### config.mk
export PLATFORM = sky130hd
export DESIGN_NAME = timer_pool_expiry_engine_top
export DESIGN_NICKNAME = d
export VERILOG_FILES = /design/src/rtl/tpe_pkg.sv /design/src/rtl/tpe_front.sv /design/src/rtl/tpe_back.sv /design/src/rtl/timer_pool_expiry_engine_top.sv
export SDC_FILE = /design/constraint.sdc
export NUM_CORES = 2
export LEC_CHECK = 0
export ABC_AREA = 1
export BUFFER_PORTS_ARGS = -buffer_cell sky130_fd_sc_hd__buf_2
export CAP_MARGIN = 20
export CORE_MARGIN = 5
export CORE_UTILIZATION = 30
export CTS_CLUSTER_DIAMETER = 80
export DETAILED_ROUTE_END_ITERATION = 10
export PLACE_DENSITY_LB_ADDON = 0.08
export RECOVER_POWER = 100
export SLEW_MARGIN = 0
export SYNTH_ARGS = -nofsm -noshare
export SYNTH_HDL_FRONTEND = slang
export SYNTH_SLANG_ARGS = --single-unit
### constraint.sdc
create_clock -name clk_i -period 21.8 [get_ports clk_i]
set_clock_uncertainty 0.05 [all_clocks]
set_input_delay 1.09 -clock clk_i [delete_from_list [all_inputs] [get_ports clk_i]]
set_output_delay 1.09 -clock clk_i [all_outputs]
set_load 0.02 [all_outputs]
### src/rtl/tpe_pkg.sv
// Package for the timer pool expiry engine: widths, command and result codes,
// and the queue entry type. No dependencies.
package tpe_pkg;
  localparam int unsigned NumSlots = 16;
  localparam int unsigned IdW      = 4;
  localparam int unsigned TimeW    = 64;
  localparam int unsigned DelayW   = 32;
  localparam int unsigned TickW    = 16;

  typedef enum logic [1:0] {
    CMD_ADD_ONCE   = 2'd0,
    CMD_ADD_REPEAT = 2'd1,
    CMD_CANCEL     = 2'd2,
    CMD_TICK       = 2'd3
  } cmd_e;

  typedef enum logic [2:0] {
    KIND_ADDED     = 3'd0,
    KIND_FULL      = 3'd1,
    KIND_CANCELLED = 3'd2,
    KIND_NOT_FOUND = 3'd3,
    KIND_FIRED     = 3'd4
  } kind_e;

  typedef struct packed {
    cmd_e              cmd;
    logic [DelayW-1:0] delay;
    logic [IdW-1:0]    sid;
  } cmd_t;

  typedef struct packed {
    kind_e          kind;
    logic [IdW-1:0] id;
    logic           last;
  } res_t;
endpackage

### src/rtl/tpe_front.sv
// Front end: accepts commands into a two-entry queue.
// Depends on tpe_pkg.
module tpe_front import tpe_pkg::*; (
  input  logic clk_i,
  input  logic rst_ni,
  input  logic in_valid_i,
  output logic in_ready_o,
  input  cmd_t in_cmd_i,
  output logic q_valid_o,
  input  logic q_ready_i,
  output cmd_t q_cmd_o
);
  cmd_t       mem_q [2];
  logic       wp_q, rp_q;
  logic [1:0] cnt_q;
  logic       push, pop;

  assign in_ready_o = cnt_q != 2'd2;
  assign q_valid_o  = cnt_q != 2'd0;
  assign q_cmd_o    = mem_q[rp_q];
  assign push = in_valid_i && in_ready_o;
  assign pop  = q_valid_o && q_ready_i;

  always_ff @(posedge clk_i) begin
    if (push) mem_q[wp_q] <= in_cmd_i;
  end

  always_ff @(posedge clk_i or negedge rst_ni) begin
    if (!rst_ni) begin
      wp_q <= 1'b0; rp_q <= 1'b0; cnt_q <= 2'd0;
    end else begin
      if (push) wp_q <= ~wp_q;
      if (pop) rp_q <= ~rp_q;
      cnt_q <= cnt_q + {1'b0, push} - {1'b0, pop};
    end
  end
endmodule

### src/rtl/tpe_back.sv
// Back end: runs commands on the slot pool, scanning one slot per cycle on
// ticks unless output stalls; results sit in an output register. Uses tpe_pkg.
module tpe_back import tpe_pkg::*; (
  input  logic             clk_i,
  input  logic             rst_ni,
  input  logic [TickW-1:0] tick_len_i,
  input  logic             q_valid_i,
  output logic             q_ready_o,
  input  cmd_t             q_cmd_i,
  output logic             out_valid_o,
  input  logic             out_ready_i,
  output res_t             out_res_o,
  output logic             busy_o
);
  typedef enum logic [2:0] {
    ST_IDLE  = 3'b001,
    ST_SCAN  = 3'b010,
    ST_FLUSH = 3'b100
  } state_e;

  state_e             state_q;
  logic [TimeW-1:0]   now_q;
  logic [NumSlots-1:0] act_q, rep_q;
  logic [TimeW-1:0]   exp_q [NumSlots];
  logic [DelayW-1:0]  int_q [NumSlots];
  logic [IdW-1:0]     idx_q;
  logic               pend_q;     // a fired result waits to learn if it is last
  logic [IdW-1:0]     pend_id_q;
  logic               ov_q;
  res_t               ov_res_q;

  logic               free_any;
  logic [IdW-1:0]     free_idx;
  logic               out_free;
  logic               hit;

  always_comb begin
    free_any = 1'b0;
    free_idx = '0;
    for (int i = NumSlots - 1; i >= 0; i--) begin
      if (!act_q[i]) begin
        free_any = 1'b1;
        free_idx = IdW'(i);
      end
    end
  end

  assign out_free    = !ov_q || out_ready_i;
  assign out_valid_o = ov_q;
  assign out_res_o   = ov_res_q;
  assign hit = act_q[idx_q] && (exp_q[idx_q] <= now_q);
  assign q_ready_o = (state_q == ST_IDLE) && out_free;
  assign busy_o = (state_q != ST_IDLE) || ov_q;

  always_ff @(posedge clk_i) begin
    if (state_q == ST_IDLE && q_valid_i && out_free &&
        (q_cmd_i.cmd == CMD_ADD_ONCE || q_cmd_i.cmd == CMD_ADD_REPEAT) && free_any) begin
      exp_q[free_idx] <= now_q + TimeW'(q_cmd_i.delay);
      int_q[free_idx] <= q_cmd_i.delay;
    end else if (state_q == ST_SCAN && out_free && hit && rep_q[idx_q]) begin
      exp_q[idx_q] <= now_q + TimeW'(int_q[idx_q]);
    end
  end

  always_ff @(posedge clk_i or negedge rst_ni) begin
    if (!rst_ni) begin
      state_q <= ST_IDLE; now_q <= '0; act_q <= '0; rep_q <= '0;
      idx_q <= '0; pend_q <= 1'b0; pend_id_q <= '0; ov_q <= 1'b0;
      ov_res_q <= '{kind: KIND_ADDED, id: '0, last: 1'b0};
    end else begin
      if (ov_q && out_ready_i) ov_q <= 1'b0;
      unique case (state_q)
        ST_IDLE: begin
          if (q_valid_i && out_free) begin
            case (q_cmd_i.cmd)
              CMD_ADD_ONCE, CMD_ADD_REPEAT: begin
                ov_q <= 1'b1;
                if (free_any) begin
                  act_q[free_idx] <= 1'b1;
                  rep_q[free_idx] <= q_cmd_i.cmd == CMD_ADD_REPEAT;
                  ov_res_q <= '{kind: KIND_ADDED, id: free_idx, last: 1'b1};
                end else begin
                  ov_res_q <= '{kind: KIND_FULL, id: '0, last: 1'b1};
                end
              end
              CMD_CANCEL: begin
                ov_q <= 1'b1;
                if (act_q[q_cmd_i.sid]) begin
                  act_q[q_cmd_i.sid] <= 1'b0;
                  rep_q[q_cmd_i.sid] <= 1'b0;
                  ov_res_q <= '{kind: KIND_CANCELLED, id: q_cmd_i.sid, last: 1'b1};
                end else begin
                  ov_res_q <= '{kind: KIND_NOT_FOUND, id: q_cmd_i.sid, last: 1'b1};
                end
              end
              default: begin
                now_q   <= now_q + TimeW'(tick_len_i);
                idx_q   <= '0;
                pend_q  <= 1'b0;
                state_q <= ST_SCAN;
              end
            endcase
          end
        end
        ST_SCAN: begin
          // Fired slots wait in pend_q so the final one can be marked last.
          if (out_free) begin
            if (hit) begin
              if (!rep_q[idx_q]) act_q[idx_q] <= 1'b0;
              if (pend_q) begin
                ov_q <= 1'b1;
                ov_res_q <= '{kind: KIND_FIRED, id: pend_id_q, last: 1'b0};
              end
              pend_q <= 1'b1;
              pend_id_q <= idx_q;
            end
            if (idx_q == IdW'(NumSlots - 1)) begin
              state_q <= ST_IDLE;
              if (hit) begin
                if (pend_q) begin
                  // Two results at once: older now, last in ST_FLUSH.
                  state_q <= ST_FLUSH;
                end else begin
                  ov_q <= 1'b1;
                  ov_res_q <= '{kind: KIND_FIRED, id: idx_q, last: 1'b1};
                  pend_q <= 1'b0;
                end
              end else if (pend_q) begin
                ov_q <= 1'b1;
                ov_res_q <= '{kind: KIND_FIRED, id: pend_id_q, last: 1'b1};
                pend_q <= 1'b0;
              end
            end else begin
              idx_q <= idx_q + 1'b1;
            end
          end
        end
        ST_FLUSH: begin
          if (out_free) begin
            ov_q <= 1'b1;
            ov_res_q <= '{kind: KIND_FIRED, id: pend_id_q, last: 1'b1};
            pend_q <= 1'b0;
            state_q <= ST_IDLE;
          end
        end
        default: state_q <= ST_IDLE;
      endcase
    end
  end
endmodule

### src/rtl/timer_pool_expiry_engine_top.sv
// Timer pool expiry engine, 16 slots; add and cancel each give one result.
// A tick scans one slot per cycle unless output stalls, via the single shared
// expiry comparator. A two-entry command queue accepts items during a scan.
// Reset (rst_ni low, asynchronous) clears time, slots and tick length to 1.
// Depends on tpe_pkg, tpe_front, tpe_back.
module timer_pool_expiry_engine_top import tpe_pkg::*; (
  input  logic        clk_i,
  input  logic        rst_ni,
  input  logic        s_axis_tvalid,
  output logic        s_axis_tready,
  input  logic [39:0] s_axis_tdata,  // command[1:0], delay[33:2], slot_id[37:34]
  output logic        m_axis_tvalid,
  input  logic        m_axis_tready,
  output logic [7:0]  m_axis_tdata,  // kind[2:0], timer_id[6:3]
  output logic        m_axis_tlast,
  input  logic        cfg_valid_i,
  output logic        cfg_ready_o,
  input  logic [15:0] cfg_data_i     // tick_length_ms
);
  logic [TickW-1:0] tick_len_q;
  logic q_valid, q_ready, busy;
  cmd_t in_cmd, q_cmd;
  res_t res;

  assign in_cmd = '{cmd: cmd_e'(s_axis_tdata[1:0]), delay: s_axis_tdata[33:2],
                    sid: s_axis_tdata[37:34]};
  // The tick length only changes while no command is queued or executing.
  assign cfg_ready_o = !busy && !q_valid;

  always_ff @(posedge clk_i or negedge rst_ni) begin
    if (!rst_ni) tick_len_q <= TickW'(1);
    else if (cfg_valid_i && cfg_ready_o) tick_len_q <= cfg_data_i;
  end

  tpe_front u_front (
    .clk_i, .rst_ni, .in_valid_i(s_axis_tvalid), .in_ready_o(s_axis_tready),
    .in_cmd_i(in_cmd), .q_valid_o(q_valid), .q_ready_i(q_ready), .q_cmd_o(q_cmd)
  );

  tpe_back u_back (
    .clk_i, .rst_ni, .tick_len_i(tick_len_q), .q_valid_i(q_valid),
    .q_ready_o(q_ready), .q_cmd_i(q_cmd), .out_valid_o(m_axis_tvalid),
    .out_ready_i(m_axis_tready), .out_res_o(res), .busy_o(busy)
  );

  assign m_axis_tdata = {1'b0, res.id, res.kind};
  assign m_axis_tlast = res.last;
endmodule

== After elaboration in Yosys (flattened, before gate mapping) ==
Memory sizes are Yosys's and may differ from the RTL's.
Cells that the tools add are included.
Word-level totals
  memory bits (writable): 1612
  memories: 3
  bits in read-only memories: 0
  bits in registers: 137
  bits in latches: 0
  logic and storage cells: 215
Cells by class
  magnitude comparators: 7
  bitwise logic cells: 9
  mux-type cells: 114
  reduce and logical (&&, ||, !) cells: 40
  $add $sub $neg: 6
  equality and inequality tests: 21
  $mul: 0
  div/mod/pow operators: 0
  shifts and indexed selects: 0
Memories
  u_back.exp_q: words 16, width 64, read ports 1, clocked after memory_dff 0, wr ports 1, RTL line tpe_back.sv:24  | logic [TimeW-1:0] exp_q [NumSlots];
  u_back.int_q: words 16, width 32, read ports 1, clocked after memory_dff 0, wr ports 1, RTL line tpe_back.sv:25  | logic [DelayW-1:0] int_q [NumSlots];
  u_front.mem_q: words 2, width 38, read ports 1, clocked after memory_dff 0, wr ports 1, RTL line tpe_front.sv:13  | cmd_t mem_q [2];
Operators with widths (count)
  $add 64x32->64: 2
  $mux 16: 8
  $pmux 16 s2: 3
  $mux 4: 21
  $mux 8: 9
  $add 64x16->64: 1
  $le 64x64->1: 1
  $mux 64: 1
  $reduce_or 64->1: 1
  $mux 1: 50
  $and 16x16->16: 3
  $not 16->16: 2
  $reduce_and 5->1: 5
  $pmux 8 s3: 1
  $mux 3: 7
  $logic_and 1x1->1: 18
  $bwmux 16: 1
  $or 16x16->16: 1
  $pmux 8 s2: 1
  $lt 4x5->1 const B: 3
  $bmux 1 s4: 3
  $demux 1 s4: 3
  $ge 4x1->1 const B: 3
  $mux 6: 2
  other kinds (27): 47

== Longest topological paths before layout ==
  word-level depth: 25
  mapped depth: 45
  mapped depth without buffers: 38

== By module ==
A second synthesis with hierarchy kept.
Unflattened totals
  cells, all modules: 6436
  area total of the unflattened synthesis: 74876.8 µm²
Modules (own cells, without submodules)
  tpe_back: instances 1, seq. area each 49053.3 µm², area an instance 71223.3 µm², cells an instance 6134
  tpe_front: instances 1, seq. area each 2382.3 µm², area an instance 2986.6 µm², cells an instance 230
  timer_pool_expiry_engine_top: instances 1, seq. area each 401.6 µm², area an instance 666.9 µm², cells an instance 72

== Worst setup path after synthesis ==
OpenSTA, ideal clock, no wires.
  path kind: register -> register
  start: register u_back.idx_q[0]
  end: memory u_back.exp_q[0][0], enable pin
  setup time: 0.487 ns
  required time: 21.263 ns
  slack: 14.830 ns
  cell stages (with the launch flop): 26
  arrival: 6.434 ns
  period minus slack after synthesis: 6.970 ns
  cell sequence: dfrtp_1 > buf_2 > inv_2 > buf_4 > buf_4 > clkbuf_1 > clkbuf_1 > clkbuf_1 > nor2_1 > o22ai_1 > nand2_1 > nand4_1 > ha_1 > nand2_1 > inv_1 > nand3_1 > nor3_1 > nand3_1 > nor2_1 > nand4_1 > nand2_2 > nand4_2 > buf_2 > o21ai_0 > nand2_1 > nor2_1
On the way
  longest elaborated chain between the ends: 10
  elaborated cells on any way between the ends: 15
  classes of those cells: 1 x order compare; 9 x mux; 4 x reduce/logical; 1 x memory
Ends and longest elaborated chain
  from (decl): RTL line tpe_back.sv:26  | logic [IdW-1:0] idx_q;
  from (signal assigned): RTL line tpe_back.sv:134  | idx_q <= idx_q + 1'b1;
  $mem_v2 16x64 or $bmux 1 s4 (tied branches)
  $le 64x64->1 or $mux 1 (tied branches): RTL line tpe_back.sv:51  | assign hit = act_q[idx_q] && (exp_q[idx_q] <= now_q);
  $logic_and 1x1->1: RTL line tpe_back.sv:51
  $logic_and 1x1->1 (2 in a row): RTL line tpe_back.sv:60  | end else if (state_q == ST_SCAN && out_free && hit && rep_q[idx_q]) begin
  $mux 1: RTL line tpe_back.sv:60
  $mux 1: RTL line tpe_back.sv:56  | if (state_q == ST_IDLE && q_valid_i && out_free &&
  $mux 1 (not written as such): RTL line tpe_back.sv:61  | exp_q[idx_q] <= now_q + TimeW'(int_q[idx_q]);
  $reduce_or 64->1 (no line)
  $mux 4 (no line) or $mux 1 (tied branches)
  to (decl): RTL line tpe_back.sv:24
Several ways; a longest one is shown, not always the timed one. The select of a mux whose other input is x is not followed.

== Worst setup path in the final report ==
  start: register u_back.idx_q[0]
  end: memory u_back.exp_q[14][33] (data pin)
On the way
  longest elaborated chain between the ends: 10
  elaborated cells on any way between the ends: 16
  classes of those cells: 1 x add/sub; 1 x order compare; 8 x mux; 4 x reduce/logical; 2 x memory
Ends and longest elaborated chain (RTL line)
  $mem_v2 16x64 or $bmux 1 s4 (tied branches)
  $le 64x64->1 or $mux 1 (tied branches): tpe_back.sv:51
  $logic_and 1x1->1: tpe_back.sv:51
  $logic_and 1x1->1 (2 in a row): tpe_back.sv:60
  $mux 1: tpe_back.sv:60
  $mux 1: tpe_back.sv:56
  $mux 1 (not written as such): tpe_back.sv:61
  $reduce_or 64->1 (no line)
  $mux 64 (no line) (*)
Every way passes the cells marked *; elsewhere a longest branch is shown, timed or not. The select of a mux whose other input is x is not followed.

==> metrics.md <==
| Metric | Value |
|---|---|
| Worst IR Drop VDD | `~0.000085 V` |
| Seq cells post-synth | `approximately 1700` |
| Clk sink count | `1749` |
| Final Hold Vio Count | `0` |
| Layout net count | `about 6700` |
| Layout cells sized above 1 | `under 10%` |
| # hold bufs at CTS | `0` |
| Hold EP | `u_front.mem_q[0][22]$_DFFE_PP_` |
| Worst r2r src | `u_back.idx_q[0]$_DFFE_PN0P_` |
| Vias/cell | `5.07` |
| Setup repair bufs after CTS | `0` |
| Worst hold path type | `input port to flip-flop` |
| Violated checks | `max-capacitance violations, max-slew violations` |
| Synth warn | `0` |
| CTS max path bufs | `3` |
| Max Cap Viol | `47` |
| Pin count of the biggest net entering global routing | `179` |
| WL final | `around 260 mm` |
| Drt first pass iters | `5` |
| Total negative setup slack | `0 ns` |
| Initial core utilization | `30.1%` |
| IO buf count | `just under 70` |
| Mapped Area | `between 70000 and 80000 µm²` |
| Area delta synth->final | `14.4%` |
| CP required | `22.29 ns` |
| CP max-delay cell | `clkbuf_1` |
| CP Max Fanout | `110` |
| Sequential share of the synthesized area | `69.2%` |
| FP Rows | `183` |
| Final setup fails | `0` |
| Post-cts resize count | `0` |
| Type of origin of the critical path | `flip-flop` |
| Critical path endpoint category | `flip-flop` |
| Hold path depth | `1` |
| DRC viols | `0` |
| First-pass GRT wire length | `between 300 and 400 mm` |
| Post-DP HPWL | `between 100 and 150 mm` |
| Final Slew Violations | `about 1500` |
| Root buf cell | `clkbuf_16` |
| # placed instances | `between 9000 and 10000` |
| Iteration-0 DRC Markers | `around 4200` |
| Final RePlAce weighted congestion | `about 0.9` |
| Tcrit/Tclk final | `roughly three quarters` |
| Max Clk Rate | `about 0.061 GHz` |
| Via count | `50800` |
| R2R depth | `30` |
| Worst-path clk slew | `0.06 ns` |
| Reg2reg end | `u_back.exp_q[14][33]$_DFFE_PP_` |
| Layout Cells excl Fill | `between 10000 and 15000` |
| R2R Setup Slk | `5.52 ns` |
| CP Class | `flip-flop to flip-flop` |
| Syn Nets | `around 6600` |
| GRT overflow | `0` |
| DIE HEIGHT | `slightly above 500 µm` |
| Hold path startpoint | `s_axis_tdata[20]` |
| Clk Latency, worst-skew pair | `approximately 0.86 ns` |
| Num CTS Buffers | `204` |
| H-tree depth | `4` |
| Die area | `approximately 260000 µm²` |
| Worst slew margin | `-172%` |
| CP arrival | `about 17 ns` |
| Status | `finished with violations` |
| Worst Tran Pin Value | `approximately 4 ns` |
| Yosys cell types | `59` |
| Width of the die | `510 µm` |
| Drt wl/cell | `~26 µm` |
| Antenna-violating nets left | `0` |
| Power Density | `between 100 and 150 nW/µm²` |
| Syn avg cell area | `11.7 µm²` |
| Most used cell, CP | `nand2_1` |
| CP peak stage delay | `roughly 2.9 ns` |
| Leak Pwr | `29.7 nW` |
| Core box area | `between 200000 and 250000 µm²` |
| RSZ-0062 raised after global routing | `no` |
| Vias in the first global route | `around 50000` |
| IO Count | `73` |
| Initial antenna violation count | `7` |
| Total track usage | `19.4%` |
| Crit path time final | `16.28 ns` |
| CTS tree | `built` |
| Mapped Cells | `approximately 6400` |
[per-stage QoR]
step           setup slack, ns  cell area, µm²  hold WS (ns)  utilization (%)  power, mW
5_1_grt                   4.35           85700         0.310             34.5       11.9
3_3_place_gp              9.12           79500         0.416             32.0       8.07
2_1_floorplan            14.83           74900         0.392                -       6.57
3_5_place_dp              9.15           79600         0.409             32.0       8.10
6_report                  5.52           85700         0.377             34.5       11.3
4_1_cts                   9.09           86100        0.0818             34.6       11.5
[how the worst max path moves through the flow]
stage	to	cells past startpoint	slack [ns]	from
after floorplan	u_back.exp_q[0][0]$_DFFE_PP_	25	14.83	u_back.idx_q[0]$_DFFE_PN0P_
after global placement	u_back.exp_q[3][36]$_DFFE_PP_	32	9.12	u_back.idx_q[0]$_DFFE_PN0P_
after detailed placement	u_back.exp_q[10][36]$_DFFE_PP_	32	9.15	u_back.idx_q[0]$_DFFE_PN0P_
after CTS	u_back.exp_q[4][36]$_DFFE_PP_	32	9.09	u_back.idx_q[0]$_DFFE_PN0P_
after global routing	u_back.exp_q[14][46]$_DFFE_PP_	31	4.35	u_back.idx_q[0]$_DFFE_PN0P_
final	u_back.exp_q[14][33]$_DFFE_PP_	30	5.52	u_back.idx_q[0]$_DFFE_PN0P_
[where the power goes]
part	internal (mW)	switching (mW)
Combinational	0.762	2.53
Sequential	4.54	0.106
Clock	1.94	1.42
[cells in the final DEF (no fill, tap or decap), types with 90 or more instances in the layout]
| master | Yosys | routed |
|---|---|---|
| o21ai_0 | 636 | 649 |
| a21oi_1 | 292 | 292 |
| o22ai_1 | 294 | 294 |
| nand2_1 | 1241 | 1243 |
| nand4_1 | 88 | 90 |
| ha_1 | 118 | 118 |
| dfrtp_1 | 135 | 133 |
| clkbuf_1 | 270 | 190 |
| edfxtp_1 | 1612 | 1612 |
| xor2_1 | 101 | 101 |
| nor2_1 | 744 | 716 |
| inv_1 | 257 | 260 |
| clkbuf_16 | 0 | 206 |
| nand3_1 | 116 | 115 |
[logic make-up after synthesis]
group	share of synthesized area, %
simple gates	12.3
xor+xnor	1.39
other cells	0.00501
buf+inv	3.20
compound gates	11.6
fa+ha+maj	2.02
mux	0.252
flops	69.2
[sequential cells by signal (all words and copies together), names as in the netlist, 2 cells and up]
name,count
u_back.exp_q,1024
u_back.int_q,512
u_front.mem_q,76
u_back.now_q,64
tick_len_q,16
u_back.act_q,16
u_back.rep_q,16
u_back.out_res_o,8
u_back.idx_q,4
u_back.pend_id_q,4
u_back.state_q,3
u_front.cnt_q,2
[worst max-delay path, delay by kind of cell, from the launching register on]
family                     cells  cell delay [ns]
and+or+nand+nor               12             3.36
xor gates and xnor gates       1             0.24
buffers and inverters          6             7.29
DFF                            1             0.68
adders and majority gates      2             0.57
AOI/OAI and AO/OA              9             3.43
[synth_stat cells, drive strengths merged]
library cell	n	area share (%)
conb	1	0.0050
a32oi	35	0.41
and3	2	0.017
inv	270	1.4
mux2i	2	0.027
nand3b	1	0.010
a22o	1	0.012
dfrtp	135	4.5
a211oi	4	0.040
nor4	22	0.19
nor3	51	0.37
o41ai	1	0.012
a32o	64	0.86
dfstp	2	0.070
xor2	101	1.2
xnor2	18	0.21
o22ai	294	2.5
buf	78	0.48
o21bai	2	0.020
nand4	90	0.77
a22oi	40	0.40
nor3b	1	0.010
o21ai	659	4.4
fa	2	0.053
a21oi	293	2.0
a31oi	41	0.34
a21o	4	0.040
edfxtp	1612	65
clkbuf	270	1.4
o211ai	3	0.030
nand3	117	0.79
o31ai	1	0.010
nand2	1244	6.3
o21a	16	0.16
clkinv	4	0.020
or2	5	0.042
nor2	753	3.8
a21boi	6	0.060
ha	118	2.0
a221oi	34	0.40
mux2	15	0.23
[cell type report]
class	instances	area, µm²
clock buffer	264	5420
clock inverter	117	1120
antenna	4	10.0
sequential	1749	51800
timing repair buffer	238	1250
multi-input combinational	4041	20800
tap	3330	4170
fill	24900	163000
inverter	274	1050
[layer usage]
metal	global-route usage (%)	up-vias	part of all wire, %
met5	0	-	0
li1	-	23500	-
met3	2.59	312	4.3
met1	26.8	25800	46
met2	32.4	1240	48
met4	4.40	0	2.0
No activity file was read; power rests on OpenSTA's default activity.
